## src/design/ess_pkg.sv

```systemverilog
// Shared types, constants and the magic signature table for the signature scanner.
// No dependencies; every other design file but ess_in_if imports this package.
package ess_pkg;

  // field widths fixed by the result format
  localparam int OFFSET_BITS = 29;
  localparam int TOTAL_BITS  = OFFSET_BITS + 1;
  localparam int INDEX_BITS  = 5;

  // table shape
  localparam int TABLE_SLOTS  = 32;
  localparam int MASK_BITS    = 18;
  localparam int MAX_SIG_LEN  = 15;
  localparam int LEN_BITS     = 5;
  localparam int SIG_PAT_BITS = 8 * MAX_SIG_LEN;

  // defaults for the top-level parameters
  localparam int WINDOW_BYTES_DEF   = 15;
  localparam int NUM_SIGNATURES_DEF = 18;

  // per-item result limit, the summary takes one slot on an end-of-file item
  localparam int MAX_RESULTS = 16;
  localparam int RC_BITS     = 5;
  localparam logic [RC_BITS-1:0] CAP_EOF = RC_BITS'(MAX_RESULTS - 1);

  // output queue
  localparam int FIFO_DEPTH = 2;

  // configuration port
  localparam int CFG_ADDR_BITS = 3;
  localparam int REG_IDX_BITS  = 1;
  localparam logic [REG_IDX_BITS-1:0] REG_MIN_LEN = 1'b0;
  localparam logic [REG_IDX_BITS-1:0] REG_ENABLE  = 1'b1;
  localparam logic [LEN_BITS-1:0]  MIN_LEN_RST = LEN_BITS'(4);
  localparam logic [MASK_BITS-1:0] ENABLE_RST  = '1;

  // result kinds
  localparam logic KIND_HIT     = 1'b0;
  localparam logic KIND_SUMMARY = 1'b1;

  typedef struct packed {
    logic [LEN_BITS-1:0]  min_len;
    logic [MASK_BITS-1:0] en_mask;
  } cfg_t;

  typedef struct packed {
    logic                   kind;
    logic [OFFSET_BITS-1:0] offset;
    logic [INDEX_BITS-1:0]  index;
    logic [TOTAL_BITS-1:0]  total;
    logic                   exceeded;
    logic                   last;
  } res_t;

  typedef struct packed {
    logic                   hit;
    logic [INDEX_BITS-1:0]  index;
    logic [TABLE_SLOTS-1:0] vec;
  } match_t;

  // one table entry, byte 0 of the signature in the top byte of pat
  typedef struct packed {
    logic [LEN_BITS-1:0]     len;
    logic [SIG_PAT_BITS-1:0] pat;
  } sig_entry_t;

  function automatic sig_entry_t sig_entry(input int unsigned i);
    sig_entry_t e;
    e = '0;
    unique case (i)
      0:  e = '{len: 5'd8,  pat: {64'h89504E470D0A1A0A, 56'h0}};
      1:  e = '{len: 5'd3,  pat: {24'hFFD8FF, 96'h0}};
      2:  e = '{len: 5'd4,  pat: {32'h47494638, 88'h0}};
      3:  e = '{len: 5'd5,  pat: {40'h255044462D, 80'h0}};
      4:  e = '{len: 5'd4,  pat: {32'h504B0304, 88'h0}};
      5:  e = '{len: 5'd4,  pat: {32'h7F454C46, 88'h0}};
      6:  e = '{len: 5'd2,  pat: {16'h4D5A, 104'h0}};
      7:  e = '{len: 5'd3,  pat: {24'h1F8B08, 96'h0}};
      8:  e = '{len: 5'd6,  pat: {48'h526172211A07, 72'h0}};
      9:  e = '{len: 5'd6,  pat: {48'h377ABCAF271C, 72'h0}};
      10: e = '{len: 5'd2,  pat: {16'h424D, 104'h0}};
      11: e = '{len: 5'd15, pat: 120'h53514C69746520666F726D61742033};
      12: e = '{len: 5'd4,  pat: {32'h52494646, 88'h0}};
      13: e = '{len: 5'd4,  pat: {32'h4F676753, 88'h0}};
      14: e = '{len: 5'd4,  pat: {32'h664C6143, 88'h0}};
      15: e = '{len: 5'd3,  pat: {24'h494433, 96'h0}};
      16: e = '{len: 5'd4,  pat: {32'h49492A00, 88'h0}};
      17: e = '{len: 5'd4,  pat: {32'h4D4D002A, 88'h0}};
      default: e = '0;
    endcase
    return e;
  endfunction

endpackage

```

## src/design/ess_in_if.sv

```systemverilog
// Input channel of the signature scanner: one file byte per transaction.
// Depends on nothing beyond the valid/ready handshake.
interface ess_in_if;
  logic       valid;
  logic       ready;
  logic [7:0] data_byte;
  logic       byte_valid;
  logic       end_of_file;

  modport source (output valid, output data_byte, output byte_valid, output end_of_file,
                  input ready);
  modport sink   (input valid, input data_byte, input byte_valid, input end_of_file,
                  output ready);
endinterface

```

## src/design/ess_out_if.sv

```systemverilog
// Result channel of the signature scanner: one hit or summary per transaction.
// Depends on ess_pkg for the offset, index and total widths.
interface ess_out_if;
  import ess_pkg::*;

  logic                   valid;
  logic                   ready;
  logic                   result_kind;
  logic [OFFSET_BITS-1:0] hit_offset;
  logic [INDEX_BITS-1:0]  signature_index;
  logic [TOTAL_BITS-1:0]  hit_total;
  logic                   length_exceeded;
  logic                   final_result;

  modport source (output valid, output result_kind, output hit_offset,
                  output signature_index, output hit_total, output length_exceeded,
                  output final_result, input ready);
  modport sink   (input valid, input result_kind, input hit_offset,
                  input signature_index, input hit_total, input length_exceeded,
                  input final_result, output ready);
endinterface

```

## src/design/ess_cfg_regs.sv

```systemverilog
// APB-style configuration registers: minimum signature length and enable mask.
// Depends on ess_pkg for register indexes, reset values and cfg_t.
module ess_cfg_regs (
  input  logic                               clk,
  input  logic                               rst_n,
  input  logic                               psel,
  input  logic                               penable,
  input  logic                               pwrite,
  input  logic [ess_pkg::CFG_ADDR_BITS-1:0]  paddr,
  input  logic [31:0]                        pwdata,
  output logic [31:0]                        prdata,
  output logic                               pready,
  output ess_pkg::cfg_t                      cfg
);
  import ess_pkg::*;

  cfg_t                    cfg_r;
  cfg_t                    cfg_nxt;
  logic [REG_IDX_BITS-1:0] reg_idx;
  logic                    wr_en;

  // register index from the word address
  assign reg_idx = paddr[CFG_ADDR_BITS-1:2];
  assign wr_en   = psel && penable && pwrite;
  assign pready  = 1'b1;

  // write decode
  always_comb begin
    cfg_nxt = cfg_r;
    if (wr_en) begin
      unique case (reg_idx)
        REG_MIN_LEN: cfg_nxt.min_len = pwdata[LEN_BITS-1:0];
        REG_ENABLE:  cfg_nxt.en_mask = pwdata[MASK_BITS-1:0];
        default:     cfg_nxt = cfg_r;
      endcase
    end
  end

  always_ff @(posedge clk) begin
    if (!rst_n) begin
      cfg_r.min_len <= MIN_LEN_RST;
      cfg_r.en_mask <= ENABLE_RST;
    end else begin
      cfg_r <= cfg_nxt;
    end
  end

  // read back
  always_comb begin
    unique case (reg_idx)
      REG_MIN_LEN: prdata = 32'(cfg_r.min_len);
      REG_ENABLE:  prdata = 32'(cfg_r.en_mask);
      default:     prdata = '0;
    endcase
  end

  assign cfg = cfg_r;

endmodule

```

## src/design/ess_matcher.sv

```systemverilog
// Parallel compare of the window head against every enabled table signature.
// Depends on ess_pkg for the signature table, cfg_t and match_t.
module ess_matcher #(
  parameter int WINDOW_BYTES   = ess_pkg::WINDOW_BYTES_DEF,
  parameter int NUM_SIGNATURES = ess_pkg::NUM_SIGNATURES_DEF
) (
  input  logic [7:0]                           win [WINDOW_BYTES],
  input  logic [$clog2(WINDOW_BYTES+1)-1:0]    avail,
  input  ess_pkg::cfg_t                        cfg,
  output ess_pkg::match_t                      match
);
  import ess_pkg::*;

  localparam int CMP_LEN = (WINDOW_BYTES < MAX_SIG_LEN) ? WINDOW_BYTES : MAX_SIG_LEN;

  logic [TABLE_SLOTS-1:0] mask_ext;
  logic [TABLE_SLOTS-1:0] vec;

  assign mask_ext = TABLE_SLOTS'(cfg.en_mask);

  // one comparator per signature, all in parallel
  always_comb begin
    sig_entry_t ent;
    logic       eq;
    logic       ok;
    vec = '0;
    for (int i = 0; i < NUM_SIGNATURES; i++) begin
      ent = sig_entry(i);
      eq  = 1'b1;
      for (int k = 0; k < CMP_LEN; k++) begin
        if ((k < int'(ent.len)) && (win[k] != ent.pat[SIG_PAT_BITS-1-8*k -: 8])) begin
          eq = 1'b0;
        end
      end
      ok = (ent.len != '0) && (ent.len >= cfg.min_len) && mask_ext[i] &&
           (int'(ent.len) <= int'(avail)) && (int'(ent.len) <= WINDOW_BYTES);
      vec[i] = ok && eq;
    end
  end

  // lowest table index wins
  always_comb begin
    match.vec   = vec;
    match.hit   = |vec;
    match.index = '0;
    for (int i = NUM_SIGNATURES - 1; i >= 0; i--) begin
      if (vec[i]) begin
        match.index = INDEX_BITS'(i);
      end
    end
  end

endmodule

```

## src/design/ess_out_fifo.sv

```systemverilog
// Two-entry result queue that decouples the scan engine from a stalling receiver.
// Depends on ess_pkg for res_t and the queue depth.
module ess_out_fifo (
  input  logic          clk,
  input  logic          rst_n,
  input  logic          push,
  input  ess_pkg::res_t push_data,
  output logic          space,
  output logic          out_valid,
  input  logic          out_ready,
  output ess_pkg::res_t out_data
);
  import ess_pkg::*;

  localparam int PTR_BITS = $clog2(FIFO_DEPTH);
  localparam int CNT_BITS = $clog2(FIFO_DEPTH + 1);

  res_t                slot_r [FIFO_DEPTH];
  logic [PTR_BITS-1:0] wptr_r;
  logic [PTR_BITS-1:0] wptr_nxt;
  logic [PTR_BITS-1:0] rptr_r;
  logic [PTR_BITS-1:0] rptr_nxt;
  logic [CNT_BITS-1:0] cnt_r;
  logic [CNT_BITS-1:0] cnt_nxt;
  logic                pop;

  assign space     = cnt_r < CNT_BITS'(FIFO_DEPTH);
  assign out_valid = cnt_r != '0;
  assign out_data  = slot_r[rptr_r];
  assign pop       = out_valid && out_ready;

  // pointer and occupancy update
  always_comb begin
    wptr_nxt = push ? wptr_r + 1'b1 : wptr_r;
    rptr_nxt = pop ? rptr_r + 1'b1 : rptr_r;
    cnt_nxt  = cnt_r;
    if (push && !pop) begin
      cnt_nxt = cnt_r + 1'b1;
    end else if (pop && !push) begin
      cnt_nxt = cnt_r - 1'b1;
    end
  end

  always_ff @(posedge clk) begin
    if (!rst_n) begin
      wptr_r <= '0;
      rptr_r <= '0;
      cnt_r  <= '0;
    end else begin
      wptr_r <= wptr_nxt;
      rptr_r <= rptr_nxt;
      cnt_r  <= cnt_nxt;
    end
  end

  // storage
  always_ff @(posedge clk) begin
    if (push) begin
      slot_r[wptr_r] <= push_data;
    end
  end

endmodule

```

## src/design/embedded_signature_scanner.sv

```systemverilog
// Top level of the embedded signature scanner: input register, window, scan engine.
// Depends on ess_pkg, ess_in_if, ess_out_if, ess_cfg_regs, ess_matcher and ess_out_fifo.
//
// Usage: a file is streamed in one byte per in_ch transaction (byte_valid marks a real
// byte, end_of_file marks the last transaction of the file). Each start offset is
// checked against the enabled magic signatures once the following bytes are known,
// and a hit gives one out_ch transaction with its offset and table index. The
// end-of-file transaction drains the window and then gives a summary with the hit
// total and the size-limit flag; final_result marks the last result of an input.
// Timing: out_ch.valid rises in the cycle after the engine step that decides a result.
// Throughput: bytes may arrive every cycle while the result queue has space; an
// end-of-file transaction first takes its byte, then decides one window position per
// cycle through the single comparator bank (again only while the queue has space),
// then gives the summary.
// Reset (synchronous, rst_n low) empties the window and clears the offset, hit count
// and overflow flag; the registers return to minimum length 4 and all signatures on.
// Configuration is written over the cfg_ APB port by the user only while the scanner is
// idle; the block does not enforce this. When the receiver stalls, results wait in a
// two-entry queue; once it is full the engine pauses and in_ch.ready drops until a result is taken.
module embedded_signature_scanner #(
  parameter int WINDOW_BYTES   = ess_pkg::WINDOW_BYTES_DEF,
  parameter int NUM_SIGNATURES = ess_pkg::NUM_SIGNATURES_DEF
) (
  input  logic                              clk,
  input  logic                              rst_n,
  ess_in_if.sink                            in_ch,
  ess_out_if.source                         out_ch,
  input  logic                              cfg_psel,
  input  logic                              cfg_penable,
  input  logic                              cfg_pwrite,
  input  logic [ess_pkg::CFG_ADDR_BITS-1:0] cfg_paddr,
  input  logic [31:0]                       cfg_pwdata,
  output logic [31:0]                       cfg_prdata,
  output logic                              cfg_pready
);
  import ess_pkg::*;

  localparam int FB       = $clog2(WINDOW_BYTES + 1);
  localparam int IDX_BITS = $clog2(WINDOW_BYTES);
  localparam logic [OFFSET_BITS+1:0] SIZE_LIMIT = (OFFSET_BITS + 2)'(1) << OFFSET_BITS;
  localparam logic [TOTAL_BITS-1:0]  TOTAL_MAX  = '1;

  typedef enum logic [1:0] {
    ST_BYTE  = 2'b01,
    ST_FLUSH = 2'b10
  } engine_state_t;

  // input register
  logic       item_v_r;
  logic       item_v_nxt;
  logic [7:0] item_byte_r;
  logic       item_bv_r;
  logic       item_eof_r;
  logic       accept;

  // scan state
  engine_state_t            state_r;
  engine_state_t            state_nxt;
  logic [7:0]               win_r   [WINDOW_BYTES];
  logic [7:0]               win_nxt [WINDOW_BYTES];
  logic [FB-1:0]            fill_r;
  logic [FB-1:0]            fill_nxt;
  logic [OFFSET_BITS:0]     oldest_r;
  logic [OFFSET_BITS:0]     oldest_nxt;
  logic [TOTAL_BITS-1:0]    hits_r;
  logic [TOTAL_BITS-1:0]    hits_nxt;
  logic [TOTAL_BITS-1:0]    hits_inc;
  logic                     ovf_r;
  logic                     ovf_nxt;
  logic [RC_BITS-1:0]       rc_r;
  logic [RC_BITS-1:0]       rc_nxt;
  logic [OFFSET_BITS+1:0]   where_w;
  logic                     fill_full;

  // engine controls
  cfg_t   cfg;
  match_t m;
  res_t   hit_res;
  res_t   sum_res;
  res_t   push_data;
  res_t   head;
  logic   push;
  logic   space;
  logic   go;
  logic   done;
  logic   do_shift;
  logic   do_write;

  // configuration registers
  ess_cfg_regs u_cfg (
    .clk     (clk),
    .rst_n   (rst_n),
    .psel    (cfg_psel),
    .penable (cfg_penable),
    .pwrite  (cfg_pwrite),
    .paddr   (cfg_paddr),
    .pwdata  (cfg_pwdata),
    .prdata  (cfg_prdata),
    .pready  (cfg_pready),
    .cfg     (cfg)
  );

  // comparator bank on the window head
  ess_matcher #(
    .WINDOW_BYTES   (WINDOW_BYTES),
    .NUM_SIGNATURES (NUM_SIGNATURES)
  ) u_match (
    .win   (win_r),
    .avail (fill_r),
    .cfg   (cfg),
    .match (m)
  );

  // input handshake, the register frees up in the cycle its item completes
  assign in_ch.ready = !item_v_r || done;
  assign accept      = in_ch.valid && in_ch.ready;

  always_comb begin
    item_v_nxt = item_v_r;
    if (accept) begin
      item_v_nxt = 1'b1;
    end else if (done) begin
      item_v_nxt = 1'b0;
    end
  end

  always_ff @(posedge clk) begin
    if (!rst_n) begin
      item_v_r <= 1'b0;
    end else begin
      item_v_r <= item_v_nxt;
    end
  end

  always_ff @(posedge clk) begin
    if (accept) begin
      item_byte_r <= in_ch.data_byte;
      item_bv_r   <= in_ch.byte_valid;
      item_eof_r  <= in_ch.end_of_file;
    end
  end

  // helpers
  assign go        = item_v_r && space;
  assign where_w   = {1'b0, oldest_r} + (OFFSET_BITS + 2)'(fill_r);
  assign fill_full = fill_r == FB'(WINDOW_BYTES);
  assign hits_inc  = (hits_r == TOTAL_MAX) ? hits_r : hits_r + 1'b1;

  always_comb begin
    hit_res          = '0;
    hit_res.kind     = KIND_HIT;
    hit_res.offset   = oldest_r[OFFSET_BITS-1:0];
    hit_res.index    = m.index;
    sum_res          = '0;
    sum_res.kind     = KIND_SUMMARY;
    sum_res.total    = hits_r;
    sum_res.exceeded = ovf_r;
    sum_res.last     = 1'b1;
  end

  // scan engine: at most one window position decided per cycle, while the result queue has space
  always_comb begin
    state_nxt  = state_r;
    fill_nxt   = fill_r;
    oldest_nxt = oldest_r;
    hits_nxt   = hits_r;
    ovf_nxt    = ovf_r;
    rc_nxt     = rc_r;
    push       = 1'b0;
    push_data  = hit_res;
    done       = 1'b0;
    do_shift   = 1'b0;
    do_write   = 1'b0;
    if (go) begin
      unique case (state_r)
        ST_BYTE: begin
          rc_nxt = '0;
          if (item_bv_r) begin
            if (where_w >= SIZE_LIMIT) begin
              ovf_nxt = 1'b1;
            end else if (fill_full) begin
              // oldest position is decided and leaves, the new byte enters
              do_shift   = 1'b1;
              oldest_nxt = oldest_r + 1'b1;
              if (m.hit) begin
                hits_nxt       = hits_inc;
                push           = 1'b1;
                push_data.last = !item_eof_r;
                rc_nxt         = RC_BITS'(1);
              end
            end else begin
              do_write = 1'b1;
              fill_nxt = fill_r + 1'b1;
            end
          end
          if (item_eof_r) begin
            state_nxt = ST_FLUSH;
          end else begin
            done = 1'b1;
          end
        end
        ST_FLUSH: begin
          if (fill_r != '0) begin
            do_shift   = 1'b1;
            fill_nxt   = fill_r - 1'b1;
            oldest_nxt = oldest_r + 1'b1;
            if (m.hit) begin
              hits_nxt = hits_inc;
              // hits past the cap are counted but not reported
              if (rc_r < CAP_EOF) begin
                push   = 1'b1;
                rc_nxt = rc_r + 1'b1;
              end
            end
          end else begin
            // window drained: summary, then back to a fresh file
            push       = 1'b1;
            push_data  = sum_res;
            oldest_nxt = '0;
            hits_nxt   = '0;
            ovf_nxt    = 1'b0;
            state_nxt  = ST_BYTE;
            done       = 1'b1;
          end
        end
        default: begin
          state_nxt = ST_BYTE;
        end
      endcase
    end
  end

  // window shift line
  always_comb begin
    for (int k = 0; k < WINDOW_BYTES; k++) begin
      win_nxt[k] = win_r[k];
    end
    if (do_shift) begin
      for (int k = 0; k < WINDOW_BYTES - 1; k++) begin
        win_nxt[k] = win_r[k + 1];
      end
      win_nxt[WINDOW_BYTES-1] = item_byte_r;
    end else if (do_write) begin
      for (int k = 0; k < WINDOW_BYTES; k++) begin
        if (IDX_BITS'(k) == fill_r[IDX_BITS-1:0]) begin
          win_nxt[k] = item_byte_r;
        end
      end
    end
  end

  always_ff @(posedge clk) begin
    for (int k = 0; k < WINDOW_BYTES; k++) begin
      win_r[k] <= win_nxt[k];
    end
  end

  always_ff @(posedge clk) begin
    if (!rst_n) begin
      state_r  <= ST_BYTE;
      fill_r   <= '0;
      oldest_r <= '0;
      hits_r   <= '0;
      ovf_r    <= 1'b0;
      rc_r     <= '0;
    end else begin
      state_r  <= state_nxt;
      fill_r   <= fill_nxt;
      oldest_r <= oldest_nxt;
      hits_r   <= hits_nxt;
      ovf_r    <= ovf_nxt;
      rc_r     <= rc_nxt;
    end
  end

  // result queue
  ess_out_fifo u_fifo (
    .clk       (clk),
    .rst_n     (rst_n),
    .push      (push),
    .push_data (push_data),
    .space     (space),
    .out_valid (out_ch.valid),
    .out_ready (out_ch.ready),
    .out_data  (head)
  );

  assign out_ch.result_kind     = head.kind;
  assign out_ch.hit_offset      = head.offset;
  assign out_ch.signature_index = head.index;
  assign out_ch.hit_total       = head.total;
  assign out_ch.length_exceeded = head.exceeded;
  assign out_ch.final_result    = head.last;

  // window never holds more than its size
  a_fill_bound: assert property (@(posedge clk) disable iff (!rst_n)
    fill_r <= FB'(WINDOW_BYTES))
    else $error("window fill beyond its size");

  // the table has distinct prefixes, so one position matches at most one signature
  a_one_hit: assert property (@(posedge clk) disable iff (!rst_n)
    $onehot0(m.vec))
    else $error("more than one signature matched at one position");

  // a summary leaves the per-file state cleared
  a_summary_clears: assert property (@(posedge clk) disable iff (!rst_n)
    (push && push_data.kind == KIND_SUMMARY) |=> (fill_r == '0 && hits_r == '0 && !ovf_r))
    else $error("file state not cleared after summary");

  // no byte past the size limit is ever held
  a_size_limit: assert property (@(posedge clk) disable iff (!rst_n)
    where_w <= SIZE_LIMIT)
    else $error("window holds a byte beyond the size limit");

endmodule
```

## src/flat_wrapper.sv

```systemverilog
// flat-port wrapper written by rule: the top's interface ports become plain ports
module embedded_signature_scanner_flat import ess_pkg::*;
#(
  parameter int WINDOW_BYTES   = ess_pkg::WINDOW_BYTES_DEF,
  parameter int NUM_SIGNATURES = ess_pkg::NUM_SIGNATURES_DEF
)
  (clk, rst_n, cfg_psel, cfg_penable, cfg_pwrite, cfg_paddr, cfg_pwdata, cfg_prdata, cfg_pready, in_ch_valid, in_ch_data_byte, in_ch_byte_valid, in_ch_end_of_file, in_ch_ready, out_ch_valid, out_ch_result_kind, out_ch_hit_offset, out_ch_signature_index, out_ch_hit_total, out_ch_length_exceeded, out_ch_final_result, out_ch_ready);
  ess_in_if in_ch_i ();
  ess_out_if out_ch_i ();
  input  logic clk;
  input  logic rst_n;
  input  logic cfg_psel;
  input  logic cfg_penable;
  input  logic cfg_pwrite;
  input  logic [ess_pkg::CFG_ADDR_BITS-1:0] cfg_paddr;
  input  logic [31:0] cfg_pwdata;
  output logic [31:0] cfg_prdata;
  output logic cfg_pready;
  input wire logic [$bits(in_ch_i.valid)-1:0] in_ch_valid;
  input wire logic [$bits(in_ch_i.data_byte)-1:0] in_ch_data_byte;
  input wire logic [$bits(in_ch_i.byte_valid)-1:0] in_ch_byte_valid;
  input wire logic [$bits(in_ch_i.end_of_file)-1:0] in_ch_end_of_file;
  output wire logic [$bits(in_ch_i.ready)-1:0] in_ch_ready;
  output wire logic [$bits(out_ch_i.valid)-1:0] out_ch_valid;
  output wire logic [$bits(out_ch_i.result_kind)-1:0] out_ch_result_kind;
  output wire logic [$bits(out_ch_i.hit_offset)-1:0] out_ch_hit_offset;
  output wire logic [$bits(out_ch_i.signature_index)-1:0] out_ch_signature_index;
  output wire logic [$bits(out_ch_i.hit_total)-1:0] out_ch_hit_total;
  output wire logic [$bits(out_ch_i.length_exceeded)-1:0] out_ch_length_exceeded;
  output wire logic [$bits(out_ch_i.final_result)-1:0] out_ch_final_result;
  input wire logic [$bits(out_ch_i.ready)-1:0] out_ch_ready;
  assign in_ch_i.valid = in_ch_valid;
  assign in_ch_i.data_byte = in_ch_data_byte;
  assign in_ch_i.byte_valid = in_ch_byte_valid;
  assign in_ch_i.end_of_file = in_ch_end_of_file;
  assign in_ch_ready = in_ch_i.ready;
  assign out_ch_valid = out_ch_i.valid;
  assign out_ch_result_kind = out_ch_i.result_kind;
  assign out_ch_hit_offset = out_ch_i.hit_offset;
  assign out_ch_signature_index = out_ch_i.signature_index;
  assign out_ch_hit_total = out_ch_i.hit_total;
  assign out_ch_length_exceeded = out_ch_i.length_exceeded;
  assign out_ch_final_result = out_ch_i.final_result;
  assign out_ch_i.ready = out_ch_ready;
  embedded_signature_scanner #(.WINDOW_BYTES(WINDOW_BYTES), .NUM_SIGNATURES(NUM_SIGNATURES)) u_core (.clk(clk), .rst_n(rst_n), .in_ch(in_ch_i), .out_ch(out_ch_i), .cfg_psel(cfg_psel), .cfg_penable(cfg_penable), .cfg_pwrite(cfg_pwrite), .cfg_paddr(cfg_paddr), .cfg_pwdata(cfg_pwdata), .cfg_prdata(cfg_prdata), .cfg_pready(cfg_pready));
endmodule
```

## config.mk

```make
export PLATFORM = sky130hd
export DESIGN_NAME = embedded_signature_scanner_flat
export DESIGN_NICKNAME = d
export VERILOG_FILES = /design/src/design/ess_pkg.sv /design/src/design/ess_in_if.sv /design/src/design/ess_out_if.sv /design/src/design/ess_cfg_regs.sv /design/src/design/ess_matcher.sv /design/src/design/ess_out_fifo.sv /design/src/design/embedded_signature_scanner.sv /design/src/flat_wrapper.sv
export SDC_FILE = /design/constraint.sdc
export NUM_CORES = 1
export LEC_CHECK = 0
export ABC_AREA = 1
export BUFFER_PORTS_ARGS = -buffer_cell sky130_fd_sc_hd__clkbuf_2
export CORE_UTILIZATION = 38
export CTS_BUF_LIST = sky130_fd_sc_hd__clkbuf_16
export CTS_CLUSTER_SIZE = 8
export DETAILED_ROUTE_END_ITERATION = 12
export GPL_TIMING_DRIVEN = 0
export SLEW_MARGIN = 5
export SYNTH_ARGS = -nofsm -noshare
export SYNTH_HDL_FRONTEND = slang
export SYNTH_SLANG_ARGS = --single-unit
```

## constraint.sdc

```tcl
create_clock -name clk -period 5 [get_ports clk]
set_input_delay 1 -clock clk [delete_from_list [all_inputs] [get_ports clk]]
set_output_delay 1 -clock clk [all_outputs]
set_load 0.005 [all_outputs]
```

==> metrics.md, run 1 <==
| Metric | Value |
|---|---|
| Status | `finished clean` |
| CTS tree | `done` |
| Yosys reg bits | `365` |
| Design Area, Final | `21620 um^2` |
| Commonest non-fill, non-tap cells in the layout | `nand2_1, nor2_1, inv_1, edfxtp_1, o21ai_0` |
| Async S/R FF share, synth | `0%` |
| Initial antenna violation count | `0` |
| Clock power frac | `46.3%` |
| Fin cells | `3034` |
| Synth-to-layout area growth | `16.29%` |
| Routed vias | `15770` |
| Final slew viol count | `0` |
| First-pass GRT wire length | `89040 um` |
| Worst Max-Slew Pin Slew | `1.234 ns` |
| Initial core utilization | `38.70%` |
| CTS Buf Count | `52` |
| Part of the power in registers | `47.8%` |
| CP Max Fanout | `29` |
| Total track usage | `23.58%` |
| Worst EP arrival | `4.67 ns` |
| Routed WL | `58840 um` |
| Final Hold Vio Count | `0` |
| NumNets Final | `2454` |
| Most common cell after layout, fill and taps aside | `nand2_1` |
| Clock sinks | `365` |
| Clk buf depth | `3` |
| Power per Cell Area | `319.6 nW/um^2` |
| WL/cell | `19.39 um` |
| Clock-pin slew on the worst setup and hold paths | `0.05 ns` |
| Placed cell area | `20120 um^2` |
| R2R Setup Slk | `0.62 ns` |
| WS Path Type | `flop to flop` |
| Period utilisation layout | `87.66%` |
| Critical Path End Type | `flop` |
| Commonest register cell after synthesis | `edfxtp_1` |
| CP startpoint kind | `flop` |
| Total die area | `49820 um^2` |
| Sequential cell area fraction in the yosys report | `53.51%` |
| Clock Skew | `0.03770 ns` |
| Total power | `6.911 mW` |
| Peak Freq | `228.1 MHz` |
| Ys Warns | `0` |
| Vias per cell | `5.197` |
| N_diodes | `0` |
| Placer congestion estimate | `0.9758` |
| CTS root buf | `clkbuf_16` |
| Mapped Cells | `2194` |
| Rows | `80` |
| Switching share of total power | `23.79%` |
| DRT antenna net count | `0` |
| Vias in the first global route | `15160` |
| Die height | `223.2 um` |
| Post-CTS setup buffer count | `0` |
| Initial DRC count | `1520` |
| Cell Int Power | `5.267 mW` |
| Final min period | `4.383 ns` |
| Dpl cells | `2948` |
| Post-DP HPWL | `45590 um` |
| Post-Place Setup Slack | `0.6566 ns` |
| First-pass DRT Iterations | `6` |
| Hold path start | `u_core.item_byte_r[5]$_DFFE_PP_` |
| CORE AREA | `48050 um^2` |
| Setup_tns | `0 ns` |
| R2R Path Start | `u_core.fill_r[1]$_SDFFE_PN0P_` |
| Avg Inst Size Synth | `8.475 um^2` |
| Synth Cell Area | `18590 um^2` |
| Io pins | `154` |
| HP Class | `flop to flop` |
| Combinational share of power | `5.9%` |
| Worst-case reg-to-reg path depth | `17` |
| Largest net degree at the start of global routing | `30` |
| Remaining Overflow, GRT | `0` |
| H-tree depth | `2` |
| Maximum vdd drop | `0.2805 mV` |
| Maximum Capacitance Violations | `0` |
| Switching Power | `1.644 mW` |
| Die W | `223.2 um` |
| Hold Crit Depth | `0` |
| Clk Latency, worst-skew pair | `0.61 ns` |
| Layout cells sized above 1 | `15.17%` |
| EDFF count, synth | `264` |
| Worst Path Required | `5.28 ns` |
| Post-route DRC violation count | `0` |
| Resize count post-CTS | `0` |
| Final WS setup | `0.6168 ns` |
| Port buffer count | `122` |
| Relative slew slack | `16.89%` |
| Finish-stage setup viols | `0` |
| Hold buffer count at cts | `0` |
| FILL cells | `4721` |
| Unrepaired setup endpoints after global routing | `no` |
| Synth cell types | `50` |
| Pleak | `9.023 nW` |
| Worst flop-to-flop path endpoint | `u_core.u_fifo.slot_r[1][61]$_DFFE_PP_` |
| Hold Path Sink | `u_core.win_r[5]$_DFFE_PP_` |
-- registers in the layout (all words and copies together) (netlist names), 2 cells and up, named ones only --
name / count
u_core.hits_r: 30
u_core.u_cfg.cfg: 23
u_core.win_r: 120
u_core.u_fifo.slot_r: 134
u_core.oldest_r: 30
u_core.rc_r: 5
u_core.state_r: 2
u_core.fill_r: 4
u_core.u_fifo.cnt_r: 2
u_core.item_byte_r: 8
-- per-stage QoR --
| stage | hold slack, ns | utilization (%) |
|---|---|---|
| global route | 0.4520 | 45.01 |
| CTS | 0.4440 | 44.99 |
| global placement | 0.4375 | 41.68 |
| detailed placement | 0.4333 | 41.87 |
| finish | 0.4435 | 45.01 |
| floorplan | 0.4268 | - |
-- layout make-up --
cell class                 count  area (um^2)  share of cell area, %
clock buffer                  52         1301                  6.018
sequential                   365         9950                  46.01
buffer                        69        375.4                  1.736
inverter                     282         1061                  4.907
multi-input combinational   1491         7277                  33.65
clock inverter                34        198.9                 0.9200
tap                          615        769.5                  3.559
timing repair buffer         126        690.7                  3.194
-- worst max-delay path, stage by stage (launching register included) --
cell and delay [ns]:
dfxtp_1 0.52, ha_1 0.28, inv_1 0.19, nand2_1 0.26, inv_2 0.06, nor2_1 0.29, nand3_1 0.12, nor3_1 0.55
nor2_1 0.16, nand3_2 0.15, nor2_4 0.06, inv_1 0.19, nand2_1 0.08, nand2_1 0.06, nand2_1 0.16, nor2_4 0.39
buf_12 0.26, buf_12 0.23
-- power by group through the flow --
stage	logic, mW	registers, mW	clock network (mW)
finish	0.408	3.30	3.20
global route	0.444	3.30	3.38
CTS	0.407	3.30	3.26
detailed placement	0.404	3.36	0
global placement	0.398	3.36	0
floorplan	0.244	3.34	0
-- routing by layer --
metal	global-route usage, %	up-vias	share of wire, %
li1	-	7591	-
met2	38.55	527	46
met5	0	-	0
met4	6.652	0	2.6
met1	31.50	7538	44
met3	4.978	113	7.0
-- synth_stat cells (all sizes together), types with 3 or more instances --
| cell type | n | share of area, % |
|---|---|---|
| buf | 43 | 1.5 |
| nor3 | 65 | 1.8 |
| mux2 | 67 | 4.1 |
| nand3b | 4 | 0.16 |
| clkbuf | 26 | 0.52 |
| dfxtp | 101 | 11 |
| a31oi | 3 | 0.10 |
| o21ai | 139 | 3.8 |
| a21oi | 64 | 1.7 |
| ha | 14 | 0.94 |
| or2 | 4 | 0.13 |
| edfxtp | 264 | 43 |
| nor4 | 7 | 0.24 |
| xor2 | 6 | 0.28 |
| o21a | 7 | 0.28 |
| inv | 281 | 5.7 |
| nor3b | 5 | 0.23 |
| nand3 | 122 | 3.5 |
| nor2 | 365 | 8.0 |
| nand2 | 540 | 11 |
| nand4 | 50 | 1.7 |
| and3 | 3 | 0.10 |
-- worst max path at each step --
stage,start,endpoint,slack (ns),depth (start not counted)
after floorplan,u_core.fill_r[1]$_SDFFE_PN0P_,u_core.u_fifo.slot_r[1][0]$_DFFE_PP_,1.00,14
after global placement,u_core.fill_r[1]$_SDFFE_PN0P_,u_core.u_fifo.slot_r[1][59]$_DFFE_PP_,-1.24,15
after detailed placement,u_core.fill_r[1]$_SDFFE_PN0P_,u_core.u_fifo.slot_r[1][64]$_DFFE_PP_,0.66,17
after CTS,u_core.fill_r[1]$_SDFFE_PN0P_,u_core.u_fifo.slot_r[1][62]$_DFFE_PP_,0.63,17
after global routing,u_core.fill_r[1]$_SDFFE_PN0P_,u_core.u_fifo.slot_r[1][62]$_DFFE_PP_,0.39,17
final,u_core.fill_r[1]$_SDFFE_PN0P_,u_core.u_fifo.slot_r[1][61]$_DFFE_PP_,0.62,17
-- cell families after synthesis --
group,Yosys count,synth area share [%]
XOR/XNOR,7,0.3297
buffers and inverters,351,7.725
multiplexers,67,4.058
AO/OA/AOI/OAI,222,6.258
AND/OR/NAND/NOR,1165,27.03
adder cells (fa/ha/maj),15,1.050
flip-flops,365,53.51
other,2,0.04039
Note: power is estimated with default switching activity, not from simulation.
==> run 2: changes to the inputs <==
--- a/config.mk
+++ b/config.mk
@@ -15,4 +15,5 @@
 export SLEW_MARGIN = 5
 export SYNTH_ARGS = -nofsm -noshare
 export SYNTH_HDL_FRONTEND = slang
+export SYNTH_HIERARCHICAL = 1
 export SYNTH_SLANG_ARGS = --single-unit
==> metrics.md, run 2 <==
| Metric | Value |
|---|---|
| Status | `finished clean` |
| Largest Register | `u_core/u_fifo/slot_r` |
| Die height | `228.5 um` |
| Routed vias | `16440` |
| Largest net degree at the start of global routing | `55` |
| Clock Skew | `0.02053 ns` |
| Critical Path End Type | `flop` |
| Mapped Cells | `2377` |
| CTS root buf | `clkbuf_16` |
| DRT antenna net count | `0` |
| Placed cell area | `21070 um^2` |
| Final min period | `4.692 ns` |
| Setup_tns | `0 ns` |
| Relative slew slack | `13.94%` |
| CP Max Fanout | `29` |
| Clk Latency, worst-skew pair | `0.60 ns` |
| Finish-stage setup viols | `0` |
| Post-Place Setup Slack | `0.2718 ns` |
| Vias in the first global route | `15550` |
| CP bufs+invs | `6` |
| Post-DP HPWL | `42390 um` |
| Worst Path Required | `5.29 ns` |
| Peak Freq | `213.1 MHz` |
| Rows | `82` |
| Io pins | `154` |
| Critical path, cell by cell | `inv_1 -> nand2_1 -> nor2_1 -> nand2_2 -> nor2_2 -> nand2_1 -> nor2_2 -> nand2_2 -> nand2_2 -> nor2_2 -> nand4_1 -> clkbuf_1 -> inv_1 -> nor3_1 -> nand2_1 -> nor2_1 -> o21a_1 -> inv_1 -> nor2_4 -> buf_12 -> buf_12` |
| Remaining Overflow, GRT | `0` |
| Total power | `7.131 mW` |
| NumNets Final | `2635` |
| WS Path Type | `flop to flop` |
| CTS Buf Count | `51` |
| Commonest non-fill, non-tap cells in the layout | `nand2_1, nor2_1, inv_1, edfxtp_1, nand3_1` |
| Maximum Capacitance Violations | `0` |
| Synth-to-layout area growth | `15.58%` |
| HP Class | `flop to flop` |
| Worst Max-Slew Pin Slew | `1.277 ns` |
| Pleak | `9.432 nW` |
| Clk buf depth | `3` |
| Post-CTS setup buffer count | `0` |
| Design Area, Final | `22520 um^2` |
| Unrepaired setup endpoints after global routing | `no` |
| Synth Cell Area | `19490 um^2` |
| Dpl cells | `3187` |
| Initial DRC count | `1432` |
| Avg Inst Size Synth | `8.198 um^2` |
| H-tree depth | `2` |
| CORE AREA | `50380 um^2` |
| Biggest regs | `u_core/u_fifo/slot_r x134, u_core/win_r x120` |
| Period utilisation layout | `93.84%` |
| Vias per cell | `5.022` |
| Layout cells sized above 1 | `14.42%` |
| Power per Cell Area | `316.6 nW/um^2` |
| Fin cells | `3273` |
| Total track usage | `21.36%` |
| CP startpoint kind | `flop` |
| Total die area | `52190 um^2` |
| Final slew viol count | `0` |
| Maximum vdd drop | `0.2275 mV` |
| Initial antenna violation count | `1` |
| Port buffer count | `122` |
| First-pass GRT wire length | `87210 um` |
| Max reg flops | `134` |
| Routed WL | `56490 um` |
| Delay-heaviest family, CP | `simple AND/OR/NAND/NOR gates` |
| Clock sinks | `365` |
| CTS tree | `done` |
| Worst EP arrival | `4.98 ns` |
| Initial core utilization | `38.68%` |
| Final WS setup | `0.3080 ns` |
| Ys Warns | `6` |
| Clock-pin slew on the worst setup and hold paths | `0.05 ns` |
| Crit-path slowest cell | `edfxtp_1` |
| Placer congestion estimate | `0.9600` |
| Post-route DRC violation count | `0` |
| Most common cell after layout, fill and taps aside | `nand2_1` |
| Critical path's largest stage delay | `0.52 ns` |
| WL/cell | `17.26 um` |
| Die W | `228.5 um` |
| First-pass DRT Iterations | `6` |
| Final Hold Vio Count | `0` |
-- run 2: layout make-up --
cell class / instances / area, um^2
tap: 672 / 840.8
clock buffer: 51 / 1276
antenna: 1 / 2.502
clock inverter: 34 / 171.4
timing repair buffer: 125 / 678.2
buffer: 103 / 601.8
inverter: 263 / 989.7
multi-input combinational: 1659 / 8014
sequential: 365 / 9950
fill: 4972 / 27850
-- run 2: final timing paths --
check,cells after the start,from,to,slack [ns]
min reg2reg,2,u_core/rc_r[4]$_SDFFE_PN0P_,u_core/rc_r[4]$_SDFFE_PN0P_,0.47
max,21,u_core/win_r[97]$_DFFE_PP_,u_core/u_fifo/slot_r[0][21]$_DFFE_PP_,0.31
min,2,u_core/rc_r[4]$_SDFFE_PN0P_,u_core/rc_r[4]$_SDFFE_PN0P_,0.47
max reg2reg,21,u_core/win_r[97]$_DFFE_PP_,u_core/u_fifo/slot_r[0][21]$_DFFE_PP_,0.31
-- run 2: power by group --
group	internal (mW)	switching, mW	leakage, nW
sequential	3.29	0.0677	3.29
combinational	0.243	0.409	5.33
clock	1.82	1.30	0.816
-- run 2: through the flow --
step / utilization (%) / hold WS, ns
after floorplan: - / 0.4268
after global placement: 41.67 / 0.4456
after detailed placement: 41.82 / 0.4690
after CTS: 44.69 / 0.4813
after global routing: 44.71 / 0.5118
final: 44.71 / 0.4715
-- run 2: worst reg2reg max path, delay by kind of cell (launching register included) --
kind | cells | cell delay [ns]
DFF | 1 | 0.52
and+or+nand+nor | 14 | 2.26
buffers and inverters | 6 | 1.33
AOI/OAI and AO/OA | 1 | 0.26
-- run 2: per-layer routing --
layer  wire (um)  track usage (%)  up-vias  share of wire [%]
met5           0                0        -                  0
met4        1275            6.250        0                2.3
met3        3965            3.905       83                7.0
met2       24820            32.90      543                 44
met1       26430            30.46     7746                 47
li1            -                -     8064                  -
-- run 2: timing repair --
item	in CTS	in global routing
setup endpoints to repair	0	29
resized for setup	0	1
hold buffers	0	0
